--- config.mk ---
export PLATFORM = sky130hd
export DESIGN_NAME = pid_filtered_derivative
export DESIGN_NICKNAME = d
export VERILOG_FILES = /design/src/rtl/core/pidfd_pkg.sv /design/src/rtl/core/pid_filtered_derivative.sv /design/src/rtl/core/pidfd_cfg.sv /design/src/rtl/core/pidfd_qmul.sv
export SDC_FILE = /design/constraint.sdc
export NUM_CORES = 2
export LEC_CHECK = 0
export BUFFER_PORTS_ARGS = -buffer_cell sky130_fd_sc_hd__buf_2
export CORE_UTILIZATION = 44
export DETAILED_ROUTE_END_ITERATION = 8
export HOLD_SLACK_MARGIN = 0.1
export MAX_ROUTING_LAYER = met4
export PLACE_DENSITY_LB_ADDON = 0.15
export SYNTH_ARGS = -nofsm -noshare
export SYNTH_HDL_FRONTEND = slang
export SYNTH_HIERARCHICAL = 1
export SYNTH_SLANG_ARGS = --single-unit
--- constraint.sdc ---
create_clock -name clk -period 19.5 [get_ports clk]
set_input_delay 5.85 -clock clk [delete_from_list [all_inputs] [get_ports clk]]
set_output_delay 5.85 -clock clk [all_outputs]
set_load 0.05 [all_outputs]
--- src/rtl/core/pidfd_pkg.sv ---
// Shared types, constants and saturating helpers for the filtered-derivative PID block.
`timescale 1ns / 1ps
package pidfd_pkg;

  localparam int DW      = 32;
  localparam int FRAC    = 16;
  localparam int OP_W    = DW + 1;
  localparam int PROD_W  = 2 * OP_W;
  localparam int LIM_W   = 31;
  localparam int COEF_W  = 17;
  localparam int ADDR_W  = 3;

  localparam logic signed [DW-1:0] MAXV = {1'b0, {(DW-1){1'b1}}};
  localparam logic signed [DW-1:0] MINV = {1'b1, {(DW-1){1'b0}}};

  // Register indexes of the configuration port.
  localparam logic [ADDR_W-1:0] REG_PROP_GAIN  = 3'd0;
  localparam logic [ADDR_W-1:0] REG_INTEG_GAIN = 3'd1;
  localparam logic [ADDR_W-1:0] REG_DERIV_GAIN = 3'd2;
  localparam logic [ADDR_W-1:0] REG_INT_LIMIT  = 3'd3;
  localparam logic [ADDR_W-1:0] REG_INT_RANGE  = 3'd4;
  localparam logic [ADDR_W-1:0] REG_STEP_DT    = 3'd5;
  localparam logic [ADDR_W-1:0] REG_INV_DT     = 3'd6;
  localparam logic [ADDR_W-1:0] REG_ALPHA      = 3'd7;

  typedef struct packed {
    logic signed [DW-1:0] prop_gain;
    logic signed [DW-1:0] integ_gain;
    logic signed [DW-1:0] deriv_gain;
    logic [LIM_W-1:0]     integral_limit;
    logic [LIM_W-1:0]     integral_range;
    logic [COEF_W-1:0]    step_dt;
    logic [LIM_W-1:0]     inv_dt;
    logic [COEF_W-1:0]    filter_alpha;
  } cfg_regs_t;

  // Sum or difference of two words, saturated to the word range.
  function automatic logic signed [DW-1:0] sat_add(input logic signed [DW-1:0] a,
                                                   input logic signed [DW-1:0] b,
                                                   input logic sub);
    logic signed [DW:0] s;
    s = sub ? ({a[DW-1], a} - {b[DW-1], b}) : ({a[DW-1], a} + {b[DW-1], b});
    if (s[DW] != s[DW-1]) begin
      return s[DW] ? MINV : MAXV;
    end
    return s[DW-1:0];
  endfunction

  // Clamp a word to plus or minus a non-negative magnitude.
  function automatic logic signed [DW-1:0] clamp(input logic signed [DW-1:0] s,
                                                 input logic [LIM_W-1:0] lim);
    logic signed [DW-1:0] hi;
    logic signed [DW-1:0] lo;
    hi = $signed({{(DW-LIM_W){1'b0}}, lim});
    lo = -hi;
    if (s > hi) return hi;
    if (s < lo) return lo;
    return s;
  endfunction

  function automatic logic signed [OP_W-1:0] ext_s(input logic signed [DW-1:0] x);
    return {x[DW-1], x};
  endfunction

  function automatic logic signed [OP_W-1:0] ext_c(input logic [COEF_W-1:0] x);
    return $signed({{(OP_W-COEF_W){1'b0}}, x});
  endfunction

  function automatic logic signed [OP_W-1:0] ext_l(input logic [LIM_W-1:0] x);
    return $signed({{(OP_W-LIM_W){1'b0}}, x});
  endfunction

endpackage

--- src/rtl/core/pid_filtered_derivative.sv ---
// Top level of the PID channel with clamped integral and low-pass derivative.
`timescale 1ns / 1ps
// One PID channel in signed Q16.16. Each request carries an error source in in_tuser
// (0: reference minus measurement, 1: supplied error) and yields one saturated drive
// value. All six products go through a single registered multiplier under a small
// sequencer, so a request occupies the block from acceptance through eight sequencer
// steps, ST_MUL_I to ST_DONE, to the result register; in_tready is high only while
// the sequencer is idle. The result sits in an output register, so the next request is
// accepted while it waits; the sequencer only holds in its last step if a previous
// result has still not been taken. Configuration writes take effect on the next edge
// and should be made while no request is in flight.
module pid_filtered_derivative (
  input  logic                          clk,
  input  logic                          rst_n,
  input  logic                          in_tvalid,
  output logic                          in_tready,
  input  logic [95:0]                   in_tdata,   // reference, measurement, supplied_error
  input  logic                          in_tuser,   // op
  output logic                          out_tvalid,
  input  logic                          out_tready,
  output logic [31:0]                   out_tdata,  // drive
  input  logic                          cfg_we,
  input  logic [pidfd_pkg::ADDR_W-1:0]  cfg_addr,
  input  logic [pidfd_pkg::DW-1:0]      cfg_wdata
);

  typedef enum logic [3:0] {
    ST_IDLE, ST_MUL_I, ST_MUL_RAW, ST_SUB_D, ST_MUL_F,
    ST_MUL_P, ST_MUL_KI, ST_MUL_KD, ST_DONE
  } state_t;

  typedef logic signed [pidfd_pkg::DW-1:0] word_t;

  pidfd_pkg::cfg_regs_t regs;

  state_t st_r, st_nxt;
  word_t  e_r, e_nxt;
  word_t  diff_r, diff_nxt;
  word_t  dd_r, dd_nxt;
  word_t  d_r, d_nxt;
  word_t  acc_r, acc_nxt;
  word_t  int_r, int_nxt;
  word_t  last_e_r, last_e_nxt;
  word_t  last_d_r, last_d_nxt;
  word_t  out_data_r, out_data_nxt;
  logic   en_r, en_nxt;
  logic   out_valid_r, out_valid_nxt;

  logic signed [pidfd_pkg::OP_W-1:0] mul_a, mul_b;
  word_t                             q;
  word_t                             in_ref, in_meas, in_sup;
  logic [pidfd_pkg::DW-1:0]          mag;

  pidfd_cfg u_cfg (
    .clk       (clk),
    .rst_n     (rst_n),
    .cfg_we    (cfg_we),
    .cfg_addr  (cfg_addr),
    .cfg_wdata (cfg_wdata),
    .regs      (regs)
  );

  pidfd_qmul u_qmul (
    .clk (clk),
    .a   (mul_a),
    .b   (mul_b),
    .q   (q)
  );

  assign in_ref  = $signed(in_tdata[31:0]);
  assign in_meas = $signed(in_tdata[63:32]);
  assign in_sup  = $signed(in_tdata[95:64]);

  // Magnitude as an unsigned word, so the most negative error maps to 2^31.
  assign mag = e_r[pidfd_pkg::DW-1] ? (~e_r + 1'b1) : e_r;

  // Operand selection for the shared multiplier.
  always_comb begin
    mul_a = '0;
    mul_b = '0;
    unique case (st_r) inside
      ST_MUL_I: begin
        mul_a = pidfd_pkg::ext_s(e_r);
        mul_b = pidfd_pkg::ext_c(regs.step_dt);
      end
      ST_MUL_RAW: begin
        mul_a = pidfd_pkg::ext_s(diff_r);
        mul_b = pidfd_pkg::ext_l(regs.inv_dt);
      end
      ST_MUL_F: begin
        mul_a = pidfd_pkg::ext_c(regs.filter_alpha);
        mul_b = pidfd_pkg::ext_s(dd_r);
      end
      ST_MUL_P: begin
        mul_a = pidfd_pkg::ext_s(regs.prop_gain);
        mul_b = pidfd_pkg::ext_s(e_r);
      end
      ST_MUL_KI: begin
        mul_a = pidfd_pkg::ext_s(regs.integ_gain);
        mul_b = pidfd_pkg::ext_s(int_r);
      end
      ST_MUL_KD, ST_DONE: begin
        // The last product is held here while the result waits for the output register.
        mul_a = pidfd_pkg::ext_s(regs.deriv_gain);
        mul_b = pidfd_pkg::ext_s(d_r);
      end
      default: ;
    endcase
  end

  always_comb begin
    st_nxt        = st_r;
    e_nxt         = e_r;
    diff_nxt      = diff_r;
    dd_nxt        = dd_r;
    d_nxt         = d_r;
    acc_nxt       = acc_r;
    int_nxt       = int_r;
    last_e_nxt    = last_e_r;
    last_d_nxt    = last_d_r;
    en_nxt        = en_r;
    out_data_nxt  = out_data_r;
    out_valid_nxt = out_valid_r && !out_tready;
    unique case (st_r)
      ST_IDLE: begin
        if (in_tvalid) begin
          e_nxt  = in_tuser ? in_sup : pidfd_pkg::sat_add(in_ref, in_meas, 1'b1);
          st_nxt = ST_MUL_I;
        end
      end
      ST_MUL_I: begin
        en_nxt   = (mag < {1'b0, regs.integral_range}) && (regs.integ_gain > 0);
        diff_nxt = pidfd_pkg::sat_add(e_r, last_e_r, 1'b1);
        st_nxt   = ST_MUL_RAW;
      end
      ST_MUL_RAW: begin
        if (en_r) begin
          int_nxt = pidfd_pkg::clamp(pidfd_pkg::sat_add(int_r, q, 1'b0),
                                     regs.integral_limit);
        end
        st_nxt = ST_SUB_D;
      end
      ST_SUB_D: begin
        dd_nxt = pidfd_pkg::sat_add(q, last_d_r, 1'b1);
        st_nxt = ST_MUL_F;
      end
      ST_MUL_F: begin
        st_nxt = ST_MUL_P;
      end
      ST_MUL_P: begin
        d_nxt      = pidfd_pkg::sat_add(last_d_r, q, 1'b0);
        last_d_nxt = pidfd_pkg::sat_add(last_d_r, q, 1'b0);
        last_e_nxt = e_r;
        st_nxt     = ST_MUL_KI;
      end
      ST_MUL_KI: begin
        acc_nxt = q;
        st_nxt  = ST_MUL_KD;
      end
      ST_MUL_KD: begin
        acc_nxt = pidfd_pkg::sat_add(acc_r, q, 1'b0);
        st_nxt  = ST_DONE;
      end
      ST_DONE: begin
        if (!out_valid_r || out_tready) begin
          out_data_nxt  = pidfd_pkg::sat_add(acc_r, q, 1'b0);
          out_valid_nxt = 1'b1;
          st_nxt        = ST_IDLE;
        end
      end
      default: st_nxt = ST_IDLE;
    endcase
  end

  always_ff @(posedge clk) begin
    if (!rst_n) begin
      st_r        <= ST_IDLE;
      int_r       <= '0;
      last_e_r    <= '0;
      last_d_r    <= '0;
      out_valid_r <= 1'b0;
    end else begin
      st_r        <= st_nxt;
      int_r       <= int_nxt;
      last_e_r    <= last_e_nxt;
      last_d_r    <= last_d_nxt;
      out_valid_r <= out_valid_nxt;
    end
    e_r        <= e_nxt;
    diff_r     <= diff_nxt;
    dd_r       <= dd_nxt;
    d_r        <= d_nxt;
    acc_r      <= acc_nxt;
    en_r       <= en_nxt;
    out_data_r <= out_data_nxt;
  end

  assign in_tready  = (st_r == ST_IDLE);
  assign out_tvalid = out_valid_r;
  assign out_tdata  = out_data_r;

endmodule

--- src/rtl/core/pidfd_cfg.sv ---
// Configuration register file for the filtered-derivative PID block.
`timescale 1ns / 1ps
module pidfd_cfg (
  input  logic                          clk,
  input  logic                          rst_n,
  input  logic                          cfg_we,
  input  logic [pidfd_pkg::ADDR_W-1:0]  cfg_addr,
  input  logic [pidfd_pkg::DW-1:0]      cfg_wdata,
  output pidfd_pkg::cfg_regs_t          regs
);

  pidfd_pkg::cfg_regs_t regs_r;

  always_ff @(posedge clk) begin
    if (!rst_n) begin
      regs_r.prop_gain      <= 32'sd65536;
      regs_r.integ_gain     <= '0;
      regs_r.deriv_gain     <= '0;
      regs_r.integral_limit <= '1;
      regs_r.integral_range <= '1;
      regs_r.step_dt        <= 17'd131;
      regs_r.inv_dt         <= 31'd32768000;
      regs_r.filter_alpha   <= 17'd13160;
    end else if (cfg_we) begin
      unique case (cfg_addr)
        pidfd_pkg::REG_PROP_GAIN:  regs_r.prop_gain  <= $signed(cfg_wdata);
        pidfd_pkg::REG_INTEG_GAIN: regs_r.integ_gain <= $signed(cfg_wdata);
        pidfd_pkg::REG_DERIV_GAIN: regs_r.deriv_gain <= $signed(cfg_wdata);
        pidfd_pkg::REG_INT_LIMIT:  regs_r.integral_limit <= cfg_wdata[pidfd_pkg::LIM_W-1:0];
        pidfd_pkg::REG_INT_RANGE:  regs_r.integral_range <= cfg_wdata[pidfd_pkg::LIM_W-1:0];
        pidfd_pkg::REG_STEP_DT:    regs_r.step_dt <= cfg_wdata[pidfd_pkg::COEF_W-1:0];
        pidfd_pkg::REG_INV_DT:     regs_r.inv_dt  <= cfg_wdata[pidfd_pkg::LIM_W-1:0];
        pidfd_pkg::REG_ALPHA:      regs_r.filter_alpha <= cfg_wdata[pidfd_pkg::COEF_W-1:0];
        default: ;
      endcase
    end
  end

  assign regs = regs_r;

endmodule

--- src/rtl/core/pidfd_qmul.sv ---
// Shared fixed-point multiplier: exact product, floor shift, saturation, registered.
`timescale 1ns / 1ps
module pidfd_qmul (
  input  logic                              clk,
  input  logic signed [pidfd_pkg::OP_W-1:0] a,
  input  logic signed [pidfd_pkg::OP_W-1:0] b,
  output logic signed [pidfd_pkg::DW-1:0]   q
);

  localparam int SH_W = pidfd_pkg::PROD_W - pidfd_pkg::FRAC;

  logic signed [pidfd_pkg::PROD_W-1:0] prod;
  logic signed [SH_W-1:0]              shifted;
  logic signed [pidfd_pkg::DW-1:0]     sat_q;
  logic signed [pidfd_pkg::DW-1:0]     q_r;

  // Dropping the low fraction bits of a two's complement product rounds toward
  // minus infinity.
  assign prod    = $signed({{pidfd_pkg::OP_W{a[pidfd_pkg::OP_W-1]}}, a}) *
                   $signed({{pidfd_pkg::OP_W{b[pidfd_pkg::OP_W-1]}}, b});
  assign shifted = prod[pidfd_pkg::PROD_W-1:pidfd_pkg::FRAC];

  always_comb begin
    if (shifted[SH_W-1:pidfd_pkg::DW-1] == '0 || shifted[SH_W-1:pidfd_pkg::DW-1] == '1) begin
      sat_q = shifted[pidfd_pkg::DW-1:0];
    end else begin
      sat_q = shifted[SH_W-1] ? pidfd_pkg::MINV : pidfd_pkg::MAXV;
    end
  end

  always_ff @(posedge clk) begin
    q_r <= sat_q;
  end

  assign q = q_r;

endmodule
==> parameters.txt <==
Parameter                              Value

Cells and area
  Fill cell count    16949
  Nets    10376
  Area of combinational cells with multiple inputs    57300 µm²
  Layout cell share with drive strength beyond 1    0.0645
  Most common cell after layout, fill and taps aside    sky130_fd_sc_hd__inv_1
  Footprint of the flip-flops and latches    12900 µm²
  Highest-count cells in the layout ignoring fill and taps    sky130_fd_sc_hd__inv_1 (1347), sky130_fd_sc_hd__fa_1 (1150), sky130_fd_sc_hd__nand2_1 (1129)
  Layout overhead on the synthesized area    6.79%
  Fin cells    10978
  Cell area after layout    82500 µm²

Timing
  Clock Skew    40.8 ps
  Worst slew slack as a fraction of its limit    0.141
  Min Tclk post-route    12690 ps
  Number of pins with negative max-slew slack in the final report    0
  Hold Fails Final Rpt    0
  Final setup violating endpoints    0
  F_max    0.0788 GHz
  Setup TNS    0 ps
  RSZ-0062 raised after global routing    no
  Worst-Margin Slew    1280 ps
  Final clock period utilization by the worst path    0.651

Setup path
  WP data arrival    13200 ps
  Class of the most critical setup path    reg -> reg
  Worst Setup Start Kind    flop
  Data required, critical path    20010 ps
  CP endpoint kind    flop
  Critical path's most frequent cell    sky130_fd_sc_hd__fa_1
  Crit path largest cell delay    1000 ps
  Worst-path fanout max    66
  Highest-delay cell along the critical path    sky130_fd_sc_hd__fa_1

Detailed routing
  Average wire length per cell after detail routing    26.3 µm
  Count of routing violations after the opening detailed-route iteration    5446
  Total wire length    289000 µm
  Vias post-DR    63146
  Post-detailed-route count of antenna-violating nets    0
  Via-to-Cell Ratio    5.75
  1st-pass router iterations    6
  Post-route DRC violation count    0

Run status
  Outcome    completed

Clock network
  TritonCTS clock tree    built
  Clk Tree Root Cell    sky130_fd_sc_hd__clkbuf_16
  Count of instances resized after the clock tree is built    0
  CTS hold repair buffers    0
  CTS Buffer Depth    3
  Insertion delay of the later-clocked pin in the worst-skew pair    690 ps
  # Post-CTS Setup Buffers    0
  Clock slew at reported path FFs    70 ps
  Depth of the CTS H-tree    3
  Count of clock tree sinks    549
  Clock buffer count from CTS    69

Pwr
  Power per Cell Area    110 nW/µm²
  Static leakage power    38.3 nW
  Largest vdd supply drop    416 µV

GRT
  Met2 track utilization from global routing    0.539
  GR Util All Layers    0.335
  Vias in the first global route    65191
  GR peak layer    met2
  Maximum number of pins on one net before global-route repair    92
  Remaining global-route overflow    0
  Antenna violations before repair    19
  Met3 track demand over resource    0.0438
  Grt met1 use    0.401
  Global-route wire length before repair    430000 µm

Yosys
  Cell count after synthesis    8702
  Fraction of registers with async set/reset    0
  Syn_area_per_cell    8.88 µm²
  Count of different cell masters after synthesis    121
  Mapped Area    77300 µm²
  EDFF count, synth    193
  Share of synthesized area occupied by flip-flops and latches    0.167
  Post-synthesis register bit count    549
  Number of warnings printed during yosys synthesis    6
  Top flip-flop cell by instance count after synthesis    sky130_fd_sc_hd__dfxtp_1
  Synthesized netlist net count    10489

Floorplanning
  Height of the die    421 µm
  Core Box Area    174000 µm²
  Io pins    171
  Floorplan die area    177000 µm²
  Effective utilization at floorplan    0.444
  FP Rows    153
  Die width    421 µm

Place
  Final Wtd Congestion    0.993
  Buffers added on ports    170
  Cells after DPL    10843
  Total placed instance area    80100 µm²
  HPWL after detailed placement    230000 µm

Hold path
  Worst hold path type    reg -> reg

Flow run
  Max-cap violations    0
[cell usage after synthesis (49+ instances only)]
master | count | area (µm²)
sky130_fd_sc_hd__nand4_1 | 85 | 532
sky130_fd_sc_hd__o21ai_0 | 293 | 1470
sky130_fd_sc_hd__a22oi_1 | 146 | 1100
sky130_fd_sc_hd__a21oi_1 | 370 | 1850
sky130_fd_sc_hd__fa_1 | 1150 | 23000
sky130_fd_sc_hd__clkbuf_1 | 370 | 1390
sky130_fd_sc_hd__and2_1 | 555 | 3470
sky130_fd_sc_hd__nand2_1 | 1130 | 4240
sky130_fd_sc_hd__nand3_1 | 143 | 716
sky130_fd_sc_hd__nor3_1 | 83 | 415
sky130_fd_sc_hd__xor2_1 | 72 | 631
sky130_fd_sc_hd__buf_2 | 78 | 390
sky130_fd_sc_hd__edfxtp_1 | 193 | 5800
sky130_fd_sc_hd__nor2b_1 | 150 | 938
sky130_fd_sc_hd__a21o_1 | 82 | 616
sky130_fd_sc_hd__inv_1 | 1348 | 5060
sky130_fd_sc_hd__nor2_1 | 263 | 987
sky130_fd_sc_hd__dfxtp_1 | 356 | 7130
sky130_fd_sc_hd__nand2b_1 | 58 | 363
sky130_fd_sc_hd__mux2i_1 | 226 | 2260
sky130_fd_sc_hd__a211oi_1 | 49 | 368
sky130_fd_sc_hd__xnor2_1 | 195 | 1710
sky130_fd_sc_hd__ha_1 | 500 | 6260
[registers in the layout, indices dropped and copies added (netlist names), 4 cells and up]
signal	flops
dd_r	32
diff_r	32
last_e_r	32
d_r	32
u_cfg/regs	223
acc_r	32
st_r	4
out_tdata	32
last_d_r	32
u_qmul/q	32
e_r	32
int_r	32
[power breakdown]
group | switching, W | leakage [nW] | internal [W] | total (W)
Sequential | 0.000228 | 4.63 | 0.00136 | 0.00159
Combinational | 0.00408 | 32.5 | 0.00203 | 0.00611
Clock | 0.000587 | 1.19 | 0.000805 | 0.00139
[worst max-delay path, delay by kind of cell, from the launching register on]
kind / cells / cell delay, ps
AOI/OAI and AO/OA: 6 / 1830
DFF: 1 / 590
buffers and inverters: 8 / 2030
and+or+nand+nor: 11 / 2730
adders and majority gates: 9 / 5210
[per-layer routing]
metal / up-vias / part of all wire / routed length (µm)
li1: 28020 / - / -
met1: 32126 / 0.39 / 114000
met2: 2381 / 0.47 / 135000
met3: 619 / 0.061 / 17500
met4: 0 / 0.077 / 22200
met5: - / 0 / 0
[cell type report]
type | instances | share of cell area
multi-input combinational | 6320 | 0.695
clock buffer | 91 | 0.0238
timing repair buffer | 295 | 0.0218
tap | 2325 | 0.0353
antenna | 8 | 0.000243
inverter | 1354 | 0.0616
clock inverter | 36 | 0.00578
sequential | 549 | 0.157
[worst paths after layout]
| path | slack [ps] | startpoint | endpoint | depth (start not counted) |
|---|---|---|---|---|
| setup reg to reg | 6810 | st_r[2]$_SDFFE_PN0P_ | u_qmul/q[25]$_DFF_P_ | 34 |
| hold reg to reg | 460 | u_cfg/regs[197]$_SDFFE_PN0P_ | u_cfg/regs[197]$_SDFFE_PN0P_ | 2 |
| setup / recovery | 6810 | st_r[2]$_SDFFE_PN0P_ | u_qmul/q[25]$_DFF_P_ | 34 |
| hold / removal | 460 | u_cfg/regs[197]$_SDFFE_PN0P_ | u_cfg/regs[197]$_SDFFE_PN0P_ | 2 |
[stage by stage]
stage	setup WS (ps)	util	total power [W]	hold WS [ps]
3_5_place_dp	6860	0.460	0.00760	447
3_3_place_gp	7160	0.460	0.00758	443
6_report	6810	0.474	0.00909	461
2_1_floorplan	8660	-	0.00560	435
4_1_cts	6800	0.474	0.00903	461
5_1_grt	6040	0.474	0.00975	472
[kinds of logic (layout without fill, tap and decap cells)]
| logic type | count (synthesis) | count (layout) | synth area share |
|---|---|---|---|
| buf+inv | 1833 | 1776 | 0.0922 |
| flops | 549 | 549 | 0.167 |
| fa+ha+maj | 1682 | 1682 | 0.383 |
| mux | 238 | 238 | 0.0310 |
| other cells | 0 | 8 | 0 |
| xor+xnor | 269 | 269 | 0.0307 |
| simple gates | 2677 | 2677 | 0.172 |
| compound gates | 1454 | 1454 | 0.124 |
No activity file was read; power rests on OpenSTA's default activity.
